$ cat src/hw/rtl/ppm_fs_pkg.sv
// ----------------------------------------------------------------------------
// ppm_fs_pkg
// Types, constants and codes shared by the PPM frame sequencer files.
// ----------------------------------------------------------------------------
package ppm_fs_pkg;

  localparam int NUM_CHANNELS = 16;

  // Field widths of the channels and registers.
  localparam int KindW    = 2;
  localparam int SelW     = 5;
  localparam int ValueW   = 12;
  localparam int PeriodW  = 16;
  localparam int CmpW     = 12;
  localparam int OutIdxW  = 4;
  localparam int ActW     = 5;
  localparam int SlotW    = 12;
  localparam int SyncW    = 13;
  localparam int PulseW   = 12;
  localparam int CfgIdxW  = 2;
  localparam int CfgDataW = 13;

  localparam int ChanIdxW = (NUM_CHANNELS > 1) ? $clog2(NUM_CHANNELS) : 1;
  localparam int CountW   = $clog2(NUM_CHANNELS + 1);
  localparam int CmpCntW  = ((CountW > ActW) ? CountW : ActW) + 1;
  localparam int SelCmpW  = ((SelW > CountW) ? SelW : CountW) + 1;
  localparam int FrameW   = $clog2(4095 * NUM_CHANNELS + 8191 + 1);
  localparam int SumW     = PeriodW + 1;

  localparam logic [ValueW-1:0]  VALUE_FLOOR = ValueW'(800);
  localparam logic [ValueW-1:0]  RESET_VALUE = ValueW'(1500);
  localparam logic [PeriodW-1:0] PERIOD_MAX  = {PeriodW{1'b1}};

  localparam logic [ActW-1:0]   ACT_RESET   = ActW'(8);
  localparam logic [SlotW-1:0]  SLOT_RESET  = SlotW'(2200);
  localparam logic [SyncW-1:0]  SYNC_RESET  = SyncW'(4500);
  localparam logic [PulseW-1:0] PULSE_RESET = PulseW'(300);

  typedef enum logic [KindW-1:0] {
    KIND_SET     = 2'd0,
    KIND_START   = 2'd1,
    KIND_ELAPSED = 2'd2,
    KIND_STOP    = 2'd3
  } kind_e;

  typedef enum logic [CfgIdxW-1:0] {
    CFG_ACTIVE = 2'd0,
    CFG_SLOT   = 2'd1,
    CFG_SYNC   = 2'd2,
    CFG_PULSE  = 2'd3
  } cfg_idx_e;

  // Work left for the second stage.
  typedef enum logic [1:0] {
    OP_NONE  = 2'd0,
    OP_START = 2'd1,
    OP_CHAN  = 2'd2,
    OP_GAP   = 2'd3
  } op_e;

  typedef struct packed {
    op_e               op;
    logic              clr;   // frame total restarts before this word
    logic [CountW-1:0] idx;
  } stage_t;

  typedef struct packed {
    logic                we;
    logic [ChanIdxW-1:0] waddr;
    logic [ValueW-1:0]   wdata;
    logic                re;
    logic [ChanIdxW-1:0] raddr;
  } table_req_t;

endpackage

$ cat src/hw/rtl/ppm_fs_if.sv
// ----------------------------------------------------------------------------
// ppm_fs_if
// Valid/ready channels for event words in and period words out.
// ----------------------------------------------------------------------------
interface ppm_fs_in_if
  import ppm_fs_pkg::*;
();
  logic              valid;
  logic              ready;
  logic [KindW-1:0]  kind;
  logic [SelW-1:0]   channel_select;
  logic [ValueW-1:0] channel_value;

  modport source (output valid, kind, channel_select, channel_value, input ready);
  modport sink   (input valid, kind, channel_select, channel_value, output ready);
endinterface

interface ppm_fs_out_if
  import ppm_fs_pkg::*;
();
  logic               valid;
  logic               ready;
  logic [PeriodW-1:0] period_length;
  logic [CmpW-1:0]    compare_value;
  logic               is_sync;
  logic [OutIdxW-1:0] channel_index;

  modport source (output valid, period_length, compare_value, is_sync, channel_index,
                  input ready);
  modport sink   (input valid, period_length, compare_value, is_sync, channel_index,
                  output ready);
endinterface

$ cat src/hw/rtl/ppm_frame_sequencer.sv
// ----------------------------------------------------------------------------
// ppm_frame_sequencer
// PPM frame sequencer: channel period table, frame stepping and gap timing.
// ----------------------------------------------------------------------------
// A new event word may be taken in every cycle. A period word passes through
// the second-stage register and then the output register before it is valid
// at the output. The input stalls only while both the second stage and the
// output register hold words that the receiver has not yet taken.
// The first stage steps the channel pointer and issues the table read, the
// second stage uses the registered read data to update the frame total and
// form the period word, and an output register holds it until it is taken.
// The channel periods live in a small synchronous memory whose entries read
// as 1500 until first written, so no clearing pass follows reset. Frame time
// is recomputed from the registers every cycle, so registers must be written
// only while the block is idle.
module ppm_frame_sequencer
  import ppm_fs_pkg::*;
(
  input  logic                clk_i,
  input  logic                rst_ni,
  input  logic                cfg_we_i,
  input  logic [CfgIdxW-1:0]  cfg_idx_i,
  input  logic [CfgDataW-1:0] cfg_data_i,
  ppm_fs_in_if.sink           in_i,
  ppm_fs_out_if.source        out_o
);

  logic [ActW-1:0]    act_q;
  logic [SlotW-1:0]   slot_q;
  logic [SyncW-1:0]   sync_q;
  logic [PulseW-1:0]  pulse_q;
  logic [CountW-1:0]  count;
  logic [FrameW-1:0]  frame_q, frame_d;
  logic               accept;
  logic               stage_free;
  stage_t             stage;
  table_req_t         req;
  logic [ValueW-1:0]  rd_data;

  always_ff @(posedge clk_i or negedge rst_ni) begin
    if (!rst_ni) begin
      act_q   <= ACT_RESET;
      slot_q  <= SLOT_RESET;
      sync_q  <= SYNC_RESET;
      pulse_q <= PULSE_RESET;
    end else if (cfg_we_i) begin
      unique case (cfg_idx_e'(cfg_idx_i))
        CFG_ACTIVE: act_q   <= cfg_data_i[ActW-1:0];
        CFG_SLOT:   slot_q  <= cfg_data_i[SlotW-1:0];
        CFG_SYNC:   sync_q  <= cfg_data_i[SyncW-1:0];
        CFG_PULSE:  pulse_q <= cfg_data_i[PulseW-1:0];
        default: ;
      endcase
    end
  end

  // Active count saturated at the table size, and the nominal frame time.
  assign count   = (CmpCntW'(act_q) > CmpCntW'(NUM_CHANNELS)) ?
                   CountW'(NUM_CHANNELS) : CountW'(act_q);
  assign frame_d = FrameW'(FrameW'(slot_q) * FrameW'(count)) + FrameW'(sync_q);

  always_ff @(posedge clk_i or negedge rst_ni) begin
    if (!rst_ni) begin
      frame_q <= '0;
    end else begin
      frame_q <= frame_d;
    end
  end

  ppm_fs_seq u_seq (
    .clk_i        (clk_i),
    .rst_ni       (rst_ni),
    .in_i         (in_i),
    .stage_free_i (stage_free),
    .slot_i       (slot_q),
    .count_i      (count),
    .accept_o     (accept),
    .stage_o      (stage),
    .req_o        (req)
  );

  ppm_fs_table u_table (
    .clk_i     (clk_i),
    .rst_ni    (rst_ni),
    .req_i     (req),
    .rd_data_o (rd_data)
  );

  ppm_fs_out u_out (
    .clk_i        (clk_i),
    .rst_ni       (rst_ni),
    .accept_i     (accept),
    .stage_i      (stage),
    .rd_data_i    (rd_data),
    .frame_i      (frame_q),
    .sync_i       (sync_q),
    .pulse_i      (pulse_q),
    .stage_free_o (stage_free),
    .out_o        (out_o)
  );

`ifndef ASSERT_OFF
  // The input only stalls behind a full output register.
  assert property (@(posedge clk_i) disable iff (!rst_ni)
    !stage_free |-> out_o.valid)
    else $error("input stalled with an empty output register");

  // A channel slot word always names a channel within the active count.
  assert property (@(posedge clk_i) disable iff (!rst_ni)
    (out_o.valid && !out_o.is_sync) |-> (CountW'(out_o.channel_index) < count))
    else $error("channel word beyond the active count");

  // A start always leaves a result for the second stage.
  assert property (@(posedge clk_i) disable iff (!rst_ni)
    (accept && (kind_e'(in_i.kind) == KIND_START)) |-> (stage.op == OP_START))
    else $error("start event decoded without a result");

  // Table reads are issued only for channel slot words.
  assert property (@(posedge clk_i) disable iff (!rst_ni)
    req.re |-> (accept && (stage.op == OP_CHAN)))
    else $error("table read without a channel slot word");
`endif

endmodule

$ cat src/hw/rtl/ppm_fs_table.sv
// ----------------------------------------------------------------------------
// ppm_fs_table
// Channel period memory, one write and one registered read per cycle.
// ----------------------------------------------------------------------------
module ppm_fs_table
  import ppm_fs_pkg::*;
(
  input  logic              clk_i,
  input  logic              rst_ni,
  input  table_req_t        req_i,
  output logic [ValueW-1:0] rd_data_o
);

  logic [ValueW-1:0]       mem [NUM_CHANNELS];
  logic [NUM_CHANNELS-1:0] valid_q;
  logic [ValueW-1:0]       rd_q;
  logic                    rd_valid_q;

  always_ff @(posedge clk_i) begin
    if (req_i.we) begin
      mem[req_i.waddr] <= req_i.wdata;
    end
    if (req_i.re) begin
      rd_q <= mem[req_i.raddr];
    end
  end

  // An entry never written reads as the reset period.
  always_ff @(posedge clk_i or negedge rst_ni) begin
    if (!rst_ni) begin
      valid_q    <= '0;
      rd_valid_q <= 1'b0;
    end else begin
      if (req_i.we) begin
        valid_q[req_i.waddr] <= 1'b1;
      end
      if (req_i.re) begin
        rd_valid_q <= valid_q[req_i.raddr];
      end
    end
  end

  assign rd_data_o = rd_valid_q ? rd_q : RESET_VALUE;

endmodule

$ cat src/hw/rtl/ppm_fs_seq.sv
// ----------------------------------------------------------------------------
// ppm_fs_seq
// First stage: decodes event words, steps the channel pointer and drives
// the table.
// ----------------------------------------------------------------------------
module ppm_fs_seq
  import ppm_fs_pkg::*;
(
  input  logic              clk_i,
  input  logic              rst_ni,
  ppm_fs_in_if.sink         in_i,
  input  logic              stage_free_i,
  input  logic [SlotW-1:0]  slot_i,
  input  logic [CountW-1:0] count_i,
  output logic              accept_o,
  output stage_t            stage_o,
  output table_req_t        req_o
);

  logic [CountW-1:0] next_ch_q, next_ch_d;
  logic              in_sync_q, in_sync_d;
  logic              running_q, running_d;
  logic [CountW-1:0] cur_ch;
  logic              sel_ok;
  kind_e             kind;

  assign in_i.ready = stage_free_i;
  assign accept_o   = in_i.valid && in_i.ready;
  assign kind       = kind_e'(in_i.kind);
  assign cur_ch     = in_sync_q ? '0 : next_ch_q;
  assign sel_ok     = SelCmpW'(in_i.channel_select) < SelCmpW'(NUM_CHANNELS);

  always_comb begin
    next_ch_d     = next_ch_q;
    in_sync_d     = in_sync_q;
    running_d     = running_q;
    stage_o.op    = OP_NONE;
    stage_o.clr   = 1'b0;
    stage_o.idx   = cur_ch;
    req_o.we      = 1'b0;
    req_o.waddr   = in_i.channel_select[ChanIdxW-1:0];
    req_o.wdata   = in_i.channel_value;
    req_o.re      = 1'b0;
    req_o.raddr   = cur_ch[ChanIdxW-1:0];
    if (accept_o) begin
      unique case (kind)
        KIND_SET: begin
          req_o.we = sel_ok && (in_i.channel_value > VALUE_FLOOR) &&
                     (in_i.channel_value < slot_i);
        end
        KIND_START: begin
          next_ch_d  = '0;
          in_sync_d  = 1'b1;
          running_d  = 1'b1;
          stage_o.op = OP_START;
        end
        KIND_STOP: begin
          running_d = 1'b0;
        end
        KIND_ELAPSED: begin
          if (running_q) begin
            stage_o.clr = in_sync_q;
            if (cur_ch < count_i) begin
              stage_o.op = OP_CHAN;
              req_o.re   = 1'b1;
              next_ch_d  = cur_ch + CountW'(1);
              in_sync_d  = 1'b0;
            end else begin
              stage_o.op = OP_GAP;
              next_ch_d  = cur_ch;
              in_sync_d  = 1'b1;
            end
          end
        end
        default: ;
      endcase
    end
  end

  always_ff @(posedge clk_i or negedge rst_ni) begin
    if (!rst_ni) begin
      next_ch_q <= '0;
      in_sync_q <= 1'b0;
      running_q <= 1'b0;
    end else begin
      next_ch_q <= next_ch_d;
      in_sync_q <= in_sync_d;
      running_q <= running_d;
    end
  end

endmodule

$ cat src/hw/rtl/ppm_fs_out.sv
// ----------------------------------------------------------------------------
// ppm_fs_out
// Second stage: keeps the frame total, forms the period word and holds it
// in the output register.
// ----------------------------------------------------------------------------
module ppm_fs_out
  import ppm_fs_pkg::*;
(
  input  logic              clk_i,
  input  logic              rst_ni,
  input  logic              accept_i,
  input  stage_t            stage_i,
  input  logic [ValueW-1:0] rd_data_i,
  input  logic [FrameW-1:0] frame_i,
  input  logic [SyncW-1:0]  sync_i,
  input  logic [PulseW-1:0] pulse_i,
  output logic              stage_free_o,
  ppm_fs_out_if.source      out_o
);

  logic               s1_v_q, s1_v_d;
  stage_t             s1_q;
  logic               s1_adv;
  logic               s1_load;
  logic [PeriodW-1:0] elapsed_q, elapsed_d;
  logic [PeriodW-1:0] base;
  logic [SumW-1:0]    sum;
  logic [FrameW-1:0]  gap;
  logic               out_v_q, out_v_d;
  logic [PeriodW-1:0] period_q, period_d;
  logic [CmpW-1:0]    cmp_q, cmp_d;
  logic               sync_q, sync_d;
  logic [OutIdxW-1:0] idx_q, idx_d;

  assign s1_adv       = !out_v_q || out_o.ready;
  assign stage_free_o = !s1_v_q || s1_adv;
  assign s1_load      = accept_i && (stage_i.op != OP_NONE);
  assign s1_v_d       = s1_load ? 1'b1 : (s1_adv ? 1'b0 : s1_v_q);

  assign base = s1_q.clr ? '0 : elapsed_q;
  assign sum  = SumW'(base) + SumW'(rd_data_i);
  assign gap  = (frame_i > FrameW'(base)) ? (frame_i - FrameW'(base)) : '0;

  always_comb begin
    elapsed_d = elapsed_q;
    out_v_d   = out_v_q && !out_o.ready;
    period_d  = period_q;
    cmp_d     = cmp_q;
    sync_d    = sync_q;
    idx_d     = idx_q;
    if (s1_v_q && s1_adv) begin
      out_v_d = 1'b1;
      unique case (s1_q.op)
        OP_START: begin
          elapsed_d = '0;
          period_d  = PeriodW'(sync_i);
          cmp_d     = '0;
          sync_d    = 1'b1;
          idx_d     = '0;
        end
        OP_CHAN: begin
          elapsed_d = sum[PeriodW] ? PERIOD_MAX : sum[PeriodW-1:0];
          period_d  = PeriodW'(rd_data_i);
          cmp_d     = CmpW'(pulse_i);
          sync_d    = 1'b0;
          idx_d     = OutIdxW'(s1_q.idx);
        end
        OP_GAP: begin
          elapsed_d = base;
          period_d  = (gap > FrameW'(PERIOD_MAX)) ? PERIOD_MAX : gap[PeriodW-1:0];
          cmp_d     = CmpW'(pulse_i);
          sync_d    = 1'b1;
          idx_d     = '0;
        end
        default: begin
          out_v_d = out_v_q && !out_o.ready;
        end
      endcase
    end
  end

  always_ff @(posedge clk_i or negedge rst_ni) begin
    if (!rst_ni) begin
      s1_v_q    <= 1'b0;
      out_v_q   <= 1'b0;
      elapsed_q <= '0;
    end else begin
      s1_v_q    <= s1_v_d;
      out_v_q   <= out_v_d;
      elapsed_q <= elapsed_d;
    end
  end

  always_ff @(posedge clk_i) begin
    if (s1_load) begin
      s1_q <= stage_i;
    end
    period_q <= period_d;
    cmp_q    <= cmp_d;
    sync_q   <= sync_d;
    idx_q    <= idx_d;
  end

  assign out_o.valid         = out_v_q;
  assign out_o.period_length = period_q;
  assign out_o.compare_value = cmp_q;
  assign out_o.is_sync       = sync_q;
  assign out_o.channel_index = idx_q;

endmodule

$ cat src/flat_wrapper.sv
// flat-port wrapper written by rule: the top's interface ports become plain ports
module ppm_frame_sequencer_flat import ppm_fs_pkg::*;
  (clk_i, rst_ni, cfg_we_i, cfg_idx_i, cfg_data_i, in_i_valid, in_i_kind, in_i_channel_select, in_i_channel_value, in_i_ready, out_o_valid, out_o_period_length, out_o_compare_value, out_o_is_sync, out_o_channel_index, out_o_ready);
  ppm_fs_in_if in_i_i ();
  ppm_fs_out_if out_o_i ();
  input  logic clk_i;
  input  logic rst_ni;
  input  logic cfg_we_i;
  input  logic [CfgIdxW-1:0] cfg_idx_i;
  input  logic [CfgDataW-1:0] cfg_data_i;
  input wire logic [$bits(in_i_i.valid)-1:0] in_i_valid;
  input wire logic [$bits(in_i_i.kind)-1:0] in_i_kind;
  input wire logic [$bits(in_i_i.channel_select)-1:0] in_i_channel_select;
  input wire logic [$bits(in_i_i.channel_value)-1:0] in_i_channel_value;
  output wire logic [$bits(in_i_i.ready)-1:0] in_i_ready;
  output wire logic [$bits(out_o_i.valid)-1:0] out_o_valid;
  output wire logic [$bits(out_o_i.period_length)-1:0] out_o_period_length;
  output wire logic [$bits(out_o_i.compare_value)-1:0] out_o_compare_value;
  output wire logic [$bits(out_o_i.is_sync)-1:0] out_o_is_sync;
  output wire logic [$bits(out_o_i.channel_index)-1:0] out_o_channel_index;
  input wire logic [$bits(out_o_i.ready)-1:0] out_o_ready;
  assign in_i_i.valid = in_i_valid;
  assign in_i_i.kind = in_i_kind;
  assign in_i_i.channel_select = in_i_channel_select;
  assign in_i_i.channel_value = in_i_channel_value;
  assign in_i_ready = in_i_i.ready;
  assign out_o_valid = out_o_i.valid;
  assign out_o_period_length = out_o_i.period_length;
  assign out_o_compare_value = out_o_i.compare_value;
  assign out_o_is_sync = out_o_i.is_sync;
  assign out_o_channel_index = out_o_i.channel_index;
  assign out_o_i.ready = out_o_ready;
  ppm_frame_sequencer u_core (.clk_i(clk_i), .rst_ni(rst_ni), .cfg_we_i(cfg_we_i), .cfg_idx_i(cfg_idx_i), .cfg_data_i(cfg_data_i), .in_i(in_i_i), .out_o(out_o_i));
endmodule
$ cat config.mk
export PLATFORM = sky130hd
export DESIGN_NAME = ppm_frame_sequencer_flat
export DESIGN_NICKNAME = d
export VERILOG_FILES = /design/src/hw/rtl/ppm_fs_pkg.sv /design/src/hw/rtl/ppm_fs_if.sv /design/src/hw/rtl/ppm_frame_sequencer.sv /design/src/hw/rtl/ppm_fs_table.sv /design/src/hw/rtl/ppm_fs_seq.sv /design/src/hw/rtl/ppm_fs_out.sv /design/src/flat_wrapper.sv
export SDC_FILE = /design/constraint.sdc
export NUM_CORES = 1
export LEC_CHECK = 0
export BUFFER_PORTS_ARGS = -buffer_cell sky130_fd_sc_hd__buf_2
export CORE_ASPECT_RATIO = 0.6
export CORE_UTILIZATION = 52
export CTS_CLUSTER_DIAMETER = 80
export CTS_CLUSTER_SIZE = 16
export DETAILED_ROUTE_END_ITERATION = 10
export MAX_ROUTING_LAYER = met4
export PLACE_DENSITY = 0.72
export SYNTH_ARGS = -nofsm -noshare
export SYNTH_HDL_FRONTEND = slang
export SYNTH_HIERARCHICAL = 1
export SYNTH_SLANG_ARGS = --single-unit
$ cat constraint.sdc
create_clock -name clk_i -period 3.9 [get_ports clk_i]
set_input_delay 0.195 -clock clk_i [delete_from_list [all_inputs] [get_ports clk_i]]
set_output_delay 0.195 -clock clk_i [all_outputs]
set_load 0.01 [all_outputs]
==> flow_summary_export.csv <==
group,metric,value,unit
global_route,grt_start_max_net_pins,61,
worst_setup_path,path_max_fanout,8,
synthesis,avgSynthCellArea,13.8,sq um
timing,setup_slack,-42.0,ps
synthesis,async_reset_ff_share,29.3,%
clock_tree,cts_tree,"done",
worst_setup_path,reg2reg_depth,14,
placement,dp_hpwl,30.7,mm
clock_tree,numCtsBuffers,25,
synthesis,synth-compound-area-share,7.82,%
final_layout,final_net_count,1590,
pwr,ir_worst_vdd,0.409,mV
die,io_pins,74,
final_layout,area_growth_syn_to_layout,12.6,%
flow_run,maxCapViolCount,0,
die,rows,52,
timing,clock_skew,22.1,ps
global_route,grt_overflow,0,
synthesis,synth_cell_types,87,
route,drtIter0Drc,1062,
global_route,grt_pass1_vias,11150,
timing,slew_violations,0,
placement,place_ws,-186,ps
worst_setup_path,required,4350,ps
final_layout,n_antenna_cell,0,
global_route,grt_pass1_wl,66.0,mm
worst_setup_path,startpoint_type,"flop",
timing,max_freq,0.254,GHz
synthesis,ys.flop_type,"edfxtp_1",
worst_setup_path,path_class,"reg2reg",
clock_tree,path_clk_slew,80,ps
clock_tree,clock_path_buffers,3,
global_route,antenna_found_initial,0,
worst_hold_path,worstHoldEndpoint,"u_core/u_table/mem[4][10]",
timing,post-route-min-period,3940,ps
timing,setup_violations,6,
route,via_count,11119,
die,start_util,53.2,%
global_route,grt.met3_usage,5.06,%
pwr,p_leak,8.03,nW
status,violations,"setup timing",
synthesis,synth-xor-area-share,1.41,%
route,vias_per_cell,5.81,
pwr,p_per_area,608,nW/um^2
clock_tree,clk_latency,570,ps
synthesis,netlist.area_leader.share,40.6,%
die,die_w,242,um
global_route,gr-usage-met1,38.8,%
synthesis,synth_mux_area_share,11.9,%
worst_setup_path,r2r_end,"u_core/frame_q[9]",
global_route,grt_most_used_layer,"met1",
timing,hold_viol,0,
final_layout,final_common_cell,"edfxtp_1",
synthesis,synth_simple_gate_area_share,9.49,%
synthesis,ys_top_cells_by_area,"edfxtp_1, dfrtp_1, mux4_1",
route,ant_nets,0,
worst_setup_path,cp-startpoint,"u_core/act_q[4]",
worst_hold_path,hold_depth,1,
synthesis,synthCells,1305,
synthesis,synth_top_family_by_area,"multiplexers",
synthesis,ys_ff_latch,345,
worst_setup_path,endpoint_kind,"flop",
worst_setup_path,r2r_slack,-40,ps
final_layout,final_area,20300,sq um
synthesis,synth_top_area_cell,"edfxtp_1",
synthesis,yosys.area_share.adder,9.98,%
timing,tns,-115,ps
synthesis,synth_edf_count,244,
synthesis,syn-cell-area,18000,sq um
die,dieArea,35500,sq um
clock_tree,cts_num_sinks,345,
die,core,33900,sq um
clock_tree,cts_root_buffer,"clkbuf_16",
clock_tree,htreeDepth,1,
timing,finalCritPeriodShare,101,%
worst_setup_path,r2r_start,"u_core/act_q[4]",
worst_hold_path,min_path_type,"in2reg",
placement,placed_area,19200,sq um
worst_hold_path,hp-start,"in_i_channel_value[10]",
final_layout,mostFrequentLayoutCells,"edfxtp_1, inv_1, dfrtp_1, buf_4, buf_2",
placement,gp_congestion,0.958,
timing,worstMarginPinSlew,886,ps
die,chipHeight,146,um
timing,max_slew_margin,40.9,%
route,dr.pass1.iters,5,
route,drt_wl_total,43.2,mm
global_route,grt_use_total,25.5,%
final_layout,drive_gt1_share,23.6,%
global_route,use_met2,36.0,%
worst_setup_path,arrival,4390,ps
status,status,"complete, but fails checks",
route,route.detailed.drc,0,
synthesis,synth.net_count,1460,
synthesis,synth-seq-area-share,54.7,%
synthesis,yosysWarnings,6,
timing,rsz0062_at_grt,"true",
route,wire_per_inst,22.6,um
placement,numPortBuffers,73,
[state kept, by name, indices dropped and copies added (netlist names), 5 cells and up]
name and flops:
u_core/sync_q 13, u_core/u_out/elapsed_q 16, u_core/u_out/out_o.period_length 16, u_core/frame_q 17, u_core/u_out/out_o.compare_value 12, u_core/u_table/mem 192, u_core/u_out/s1_q 7, u_core/u_seq/next_ch_q 5
u_core/pulse_q 12, u_core/u_table/rd_q 12, u_core/u_table/valid_q 16, u_core/act_q 5, u_core/slot_q 12
[worst max-delay path, stage by stage (launching register included)]
cell      delay, ps
dfrtp_2         470
buf_6           150
nor2b_4         220
and2_4          180
fa_1            420
fa_1            490
inv_1            50
fa_1            500
inv_2            50
ha_4            240
a21o_1          230
a31oi_2         180
a21boi_1        100
or4b_1          460
o311ai_1         90
[stage by stage]
stage          instances  utilization (%)  power, mW  hold slack [ps]
2_1_floorplan       1305                -       7.99             -101
3_3_place_gp        1845             56.7       9.25              345
3_5_place_dp        1845             56.7       9.39              346
4_1_cts             1913             59.7       12.1             15.9
5_1_grt             1913             59.9       13.1             20.3
6_report            1913             59.9       12.3             38.5
[routing by layer]
layer | routed length (um) | part of all wire (%) | up-vias
li1 | - | - | 5046
met1 | 20700 | 48 | 5624
met2 | 18400 | 43 | 403
met3 | 3400 | 7.9 | 46
met4 | 648 | 1.5 | 0
met5 | 0 | 0 | -
[power by group]
group / switching, mW / internal [mW]
sequential: 0.226 / 4.28
combinational: 2.84 / 2.55
clock: 1.24 / 1.22
total: 4.30 / 8.05
[Yosys cell counts (all sizes together) (5+ instances only)]
master	n
and2	70
a21oi	55
or2	17
fa	45
mux2i	6
a31oi	16
xnor2	16
a211oi	10
buf	38
mux2	44
clkbuf	28
or3	6
nor3	11
nand2	54
and3	6
nor2	44
mux4	64
dfrtp	87
xor2	13
o21ai	47
o211ai	10
dfstp	14
nor2b	30
inv	114
a21o	20
edfxtp	244
o21bai	6
nand2b	33
nand4	5
nand3	16
ha	71
[timing repair]
| action | in CTS | in global routing |
|---|---|---|
| hold endpoints to repair | 118 | 0 |
| setup buffers | 4 | 1 |
| endpoints found under the setup margin | 9 | 10 |
| pin swaps | 20 | 27 |
| gates resized for setup | 18 | 22 |
| hold buffers | 18 | 0 |
[area by class of cell]
class                           count  area [sq um]
Clock buffer                       44           698
Clock inverter                      2          17.5
Fill cell                        2581         13600
Inverter                          115           432
Multi-Input combinational cell    779          7550
Sequential cell                   345          9870
Tap cell                          459           574
Timing Repair Buffer              169          1170
[logic make-up after synthesis]
logic type      Yosys count
mux                     114
compound gates          210
flops                   345
buf+inv                 181
simple gates            309
fa+ha+maj               117
xor+xnor                 29
[worst max-delay path by stage]
stage / slack (ps) / endpoint
final: -40 / u_core/frame_q[9]
after global routing: -210 / u_core/frame_q[16]
after CTS: 2 / u_core/frame_q[9]
after detailed placement: -190 / u_core/frame_q[9]
after global placement: -80 / u_core/frame_q[9]
after floorplan: -10 / u_core/frame_q[9]
(Power assumes the default switching activity.)
